**config.mk**
```make
export PLATFORM = sky130hd
export DESIGN_NAME = dc2cd_step_unit
export DESIGN_NICKNAME = d
export VERILOG_FILES = /design/src/rtl/core/dc2cd_pkg.sv /design/src/rtl/core/dc2cd_step_unit.sv
export SDC_FILE = /design/constraint.sdc
export NUM_CORES = 1
export LEC_CHECK = 0
export ABC_AREA = 1
export BUFFER_PORTS_ARGS = -buffer_cell sky130_fd_sc_hd__buf_2
export CORE_UTILIZATION = 50
export DETAILED_ROUTE_END_ITERATION = 7
export PLACE_DENSITY = 0.91
export SYNTH_ARGS = -nofsm -noshare
export SYNTH_HDL_FRONTEND = slang
export SYNTH_SLANG_ARGS = --single-unit
```
**constraint.sdc**
```tcl
create_clock -name vclk -period 3.9
set_input_delay 0.585 -clock vclk [all_inputs]
set_output_delay 0.585 -clock vclk [all_outputs]
set_load 0.005 [all_outputs]
```
**src/rtl/core/dc2cd_pkg.sv**
```systemverilog
`default_nettype none

package dc2cd_pkg;

	// Payload widths of the two channels.
	localparam int unsigned DAY_COUNT_W = 16;
	localparam int unsigned DAY_W       = 5;
	localparam int unsigned MONTH_W     = 4;
	localparam int unsigned YEAR_W      = 12;

	// Width of a year or month length.
	localparam int unsigned LEN_W = 9;

	// Epoch and its residues modulo 100 and 400.
	localparam logic [YEAR_W-1:0] EPOCH_YEAR    = 12'd1978;
	localparam logic [6:0]        EPOCH_MOD100  = 7'd78;
	localparam logic [8:0]        EPOCH_MOD400  = 9'd378;
	localparam logic [6:0]        LAST_MOD100   = 7'd99;
	localparam logic [8:0]        LAST_MOD400   = 9'd399;

	localparam logic [LEN_W-1:0] YEAR_LEN      = 9'd365;
	localparam logic [LEN_W-1:0] LEAP_YEAR_LEN = 9'd366;

	// Month numbers that the month-length rule and the walker use.
	localparam logic [MONTH_W-1:0] MONTH_JAN = 4'd1;
	localparam logic [MONTH_W-1:0] MONTH_FEB = 4'd2;
	localparam logic [MONTH_W-1:0] MONTH_APR = 4'd4;
	localparam logic [MONTH_W-1:0] MONTH_JUN = 4'd6;
	localparam logic [MONTH_W-1:0] MONTH_SEP = 4'd9;
	localparam logic [MONTH_W-1:0] MONTH_NOV = 4'd11;
	localparam logic [MONTH_W-1:0] MONTH_DEC = 4'd12;

	// Sequencer states.
	typedef enum logic [1:0] {
		ST_IDLE,
		ST_YEAR,
		ST_MONTH,
		ST_DONE
	} dc2cd_state_t;

	// Result of one pass through the shared compare and subtract unit.
	typedef struct packed {
		logic                   go;
		logic [DAY_COUNT_W-1:0] diff;
	} dc2cd_step_t;

	// Days in a month for a common or a leap year.
	function automatic logic [LEN_W-1:0] month_len(input logic [MONTH_W-1:0] month,
			input logic leap);
		logic [LEN_W-1:0] len;
		begin
			case (month) inside
				MONTH_APR, MONTH_JUN, MONTH_SEP, MONTH_NOV: len = 9'd30;
				MONTH_FEB: len = leap ? 9'd29 : 9'd28;
				default: len = 9'd31;
			endcase
			return len;
		end
	endfunction

endpackage

`default_nettype wire

```
**src/rtl/core/dc2cd_step_unit.sv**
```systemverilog
`default_nettype none

// Shared compare and subtract: the remainder steps past a year or a month
// only when it is strictly greater than that period's length.
module dc2cd_step_unit import dc2cd_pkg::*; (
	input  wire logic [DAY_COUNT_W-1:0] rem,
	input  wire logic [LEN_W-1:0]       len,
	output dc2cd_step_t                 res
);

	logic [DAY_COUNT_W-1:0] len_ext;

	assign len_ext  = {{(DAY_COUNT_W-LEN_W){1'b0}}, len};
	assign res.go   = rem > len_ext;
	assign res.diff = rem - len_ext;

endmodule

`default_nettype wire

```
### Word-level counts from Yosys, hierarchy flattened

Index checks and enable logic that the tools add are counted.

| word-level totals | value |
|---|---|
| flip-flop bits (word level) | 0 |
| bits in latches | 0 |
| RAM bits | 0 |
| bits in read-only memories | 0 |
| bits of input ports | 25 |
| word-level logic and storage cells | 2 |
| memories | 0 |

| operators by class | value |
|---|---|
| add/subtract/negate cells | 1 |
| multiply operators | 0 |
| div/mod/pow operators | 0 |
| $lt $le $gt $ge | 1 |
| equality and inequality tests | 0 |
| shift operators | 0 |
| multiplexer cells | 0 |
| bitwise gates (word level) | 0 |
| reduce and logical (&&, ||, !) cells | 0 |

Operators by type and width:

| kind | count |
|---|---|
| 16-bit by 9-bit greater-than comparator with 1-bit output | 1 |
| 16-bit by 9-bit subtractor with 16-bit output | 1 |

### Logic depth before layout (Yosys ltp)

| logic depth | value |
|---|---|
| word-level depth | 1 |
| depth in mapped cells | 11 |
| mapped depth without buffers | 11 |

### Worst setup path before layout

OpenSTA, ideal clock, no wires.

| timing path | value |
|---|---|
| path type | input to output |
| from | input port rem[0] |
| to | output port res[16] in the netlist's numbering |
| arrival time | 1.744 ns |
| data required time | 3.315 ns |
| path slack | 1.571 ns |
| stages | 10 |
| path buffers | 0 |
| cell sequence | inv_1 > ha_1 > fa_1 > inv_1 > nand3_1 > nand3_1 > nand3_1 > nand3_2 > nand2_1 > nand2_1 |

RTL lines:

| element | RTL line | source |
|---|---|---|
| from (decl) | dc2cd_step_unit.sv:6 | `input wire logic [DAY_COUNT_W-1:0] rem,` |
| to (decl) | dc2cd_step_unit.sv:8 | `output dc2cd_step_t res` |

==> qor.csv <==
stage;metric;value;unit
run_status;status;finished clean;
place;Placer Congestion;0.839;
die;Die ar.;0.00166;mm^2
setup_path;Critical Path RT;3.31;ns
final_layout;P&R area growth vs syn;30.6;%
clocking;Post-CTS Hold Buffers;0;
die;Die Ht;40.7;um
logic_synthesis;Post-Syn Nets;182;
power;Pwr Total;0.134;mW
setup_path;CP delay by family, top;adder cells;
global_route;met3 Usage GRT;0.543;%
power;Logic pwr share;100.0;%
power;Power Internal;0.0597;mW
logic_synthesis;synth top area cells;nand2_1 (25%), inv_1 (17%), ha_1 (15%);
sta;FMAX;381;MHz
clocking;Post-CTS Resized;0;
final_layout;Multi-input gate area;617;um^2
final_layout;utilization after layout;72.4;%
global_route;busiest layer in global routing;met2;
setup_path;critical path peak fanout;3;
die;core footprint;0.00135;mm^2
final_layout;Final Non-Filler Cells;204;
power;Leak;0.665;nW
power;part of the power in registers;0;%
clocking;post-CTS setup buffer count;0;
logic_synthesis;post-synthesis cell type count;19;
logic_synthesis;Synth top cells by count;nand2_1 (50), inv_1 (34), nand3_1 (12), nor2_1 (11), ha_1 (9);
logic_synthesis;synthesized area;748;um^2
setup_path;most used cell, CP;nand3_1;
min_path;HP Start;rem[10];
setup_path;critical path cell sequence;buf_2, inv_1, ha_1, fa_1, inv_1, nand3_1, nand3_1, nand3_1, nand3_2, nand2_1, nand2_1, buf_2;
power;pwr/cell area;137;mW/mm^2
place;input/output buffers;42;
die;# IOs;42;
global_route;routing usage on met2;43.3;%
setup_path;critical path endpoint category;primary output;
global_route;grt total ovfl;0;
final_layout;storage element area;0;um^2
sta;min Tclk post-route;2.62;ns
power;Peak supply drop;0.0795;mV
route;DR pass1 iterations;5;
logic_synthesis;Yosys top cell by area;nand2_1;
final_layout;layout cells sized above 1;27.0;%
power;switching power total;0.0742;mW
place;DP Area;977;um^2
logic_synthesis;Post-Syn Instances;147;
logic_synthesis;syn_area_per_cell;5.09;um^2
power;Switching Share;55.4;%
global_route;first-pass GRT wire length;2660;um
place;Placed Cells;204;
route;Routed Antenna Nets;0;
sta;fin crit share;67.3;%
route;number of DRC markers in iteration 0;24;
global_route;vias in the first global route;699;
route;wire length per cell;9.00;um
place;dpl hpwl;1650;um
logic_synthesis;most frequent cell after synthesis;nand2_1;
global_route;largest net degree at the start of global routing;7;
sta;# setup viols final;0;
sta;Worst-Margin Slew;0.357;ns
sta;Total Neg Setup Slack;0;ns
logic_synthesis;register area share after synthesis;0;%
route;drt total wl;1840;um
min_path;Hold Path End;res[10];
route;Vias/cell;4.85;
sta;count of final max-slew check failures;0;
die;Core Rows;13;
final_layout;Final Net Count;226;
setup_path;Setup crit start kind;input pin;
logic_synthesis;yosys warns;0;
logic_synthesis;post-synth top area share;25.1;%
setup_path;Data arrival, critical path;2.04;ns
final_layout;# diodes;0;
setup_path;CP bufs+invs;4;
final_layout;number of clock buffer instances in the layout;0;
flow_run;Max Cap Violations;0;
final_layout;fin area;977;um^2
power;clock share of power;0;%
global_route;initial antenna violation count;0;
route;DRC errors left;0;
setup_path;slowest stage delay, CP;0.41;ns
global_route;GR Util met1;29.8;%
min_path;Hold Path Stages;4;
global_route;GRT Overall Usage;22.8;%
die;Initial Util;55.4;%
min_path;Hold Crit Class;in -> out;
sta;number of hold violations in the final report;0;
final_layout;filler cell count;137;
sta;RSZ-0062 raised after global routing;no;
sta;Slew HR;76.0;%
final_layout;seq_cells;0;
die;chip width;40.7;um
route;DR vias;990;
setup_path;critical path class;in -> out;
setup_path;CP max stage cell;fa_1;
worst max-delay path by stage:
stage | depth (start not counted) | slack, ns | startpoint | end
global route | 12 | 1.08 | rem[0] | res[12]
floorplan | 10 | 1.57 | rem[0] | res[16]
finish | 12 | 1.28 | rem[0] | res[12]
detailed placement | 12 | 1.27 | rem[0] | res[12]
global placement | 12 | 1.36 | rem[0] | res[16]
CTS | 12 | 1.27 | rem[0] | res[12]
tightest hold or removal path: stages:
cell,delay (ns)
buf_2,0.09
nand2_1,0.05
nand2_1,0.05
buf_2,0.10
power groups by stage:
stage	logic [mW]	registers (mW)	clock network, mW
after floorplan	0.0833	0	0
after global placement	0.129	0	0
after detailed placement	0.133	0	0
after CTS	0.134	0	0
after global routing	0.153	0	0
final	0.134	0	0
layout by cell type, fill, tap and decap left out:
cell	netlist	routed
a211oi_1	1	1
a21oi_1	6	6
buf_2	0	42
fa_1	1	1
ha_1	9	9
inv_1	34	34
inv_2	1	1
nand2_1	50	50
nand2_2	5	5
nand3_1	12	12
nand3_2	1	1
nand3b_1	1	1
nand4_1	3	3
nor2_1	11	11
nor2_2	2	2
nor3_1	1	1
o21ai_0	1	1
or2_1	1	1
xnor2_1	2	2
xor2_1	5	5
metal layers:
metal  part of all wire, %  vias up
li1                      -      532
met1                    45      418
met2                    48       40
met3                   6.5        0
met4                     0        0
met5                     0        -
logic make-up (layout without fill, tap and decap cells):
logic type / count (synthesis) / in the layout / share of synthesized area (%)
simple gates: 87 / 87 / 50.8
compound gates: 8 / 8 / 5.69
buf+inv: 35 / 77 / 17.6
xor+xnor: 7 / 7 / 8.19
fa+ha+maj: 10 / 10 / 17.7
cell type report:
type	instances	area share, %
Multi-Input combinational cell	112	63.1
Timing Repair Buffer	42	21.5
Inverter	35	13.4
Tap cell	15	1.92
stage by stage:
step,hold WS [ns],worst slack [ns]
after detailed placement,1.45,1.27
after CTS,1.45,1.27
final,1.45,1.28
after floorplan,1.26,1.57
after global routing,1.47,1.08
after global placement,1.44,1.36
No activity file was read; power rests on OpenSTA's default activity.
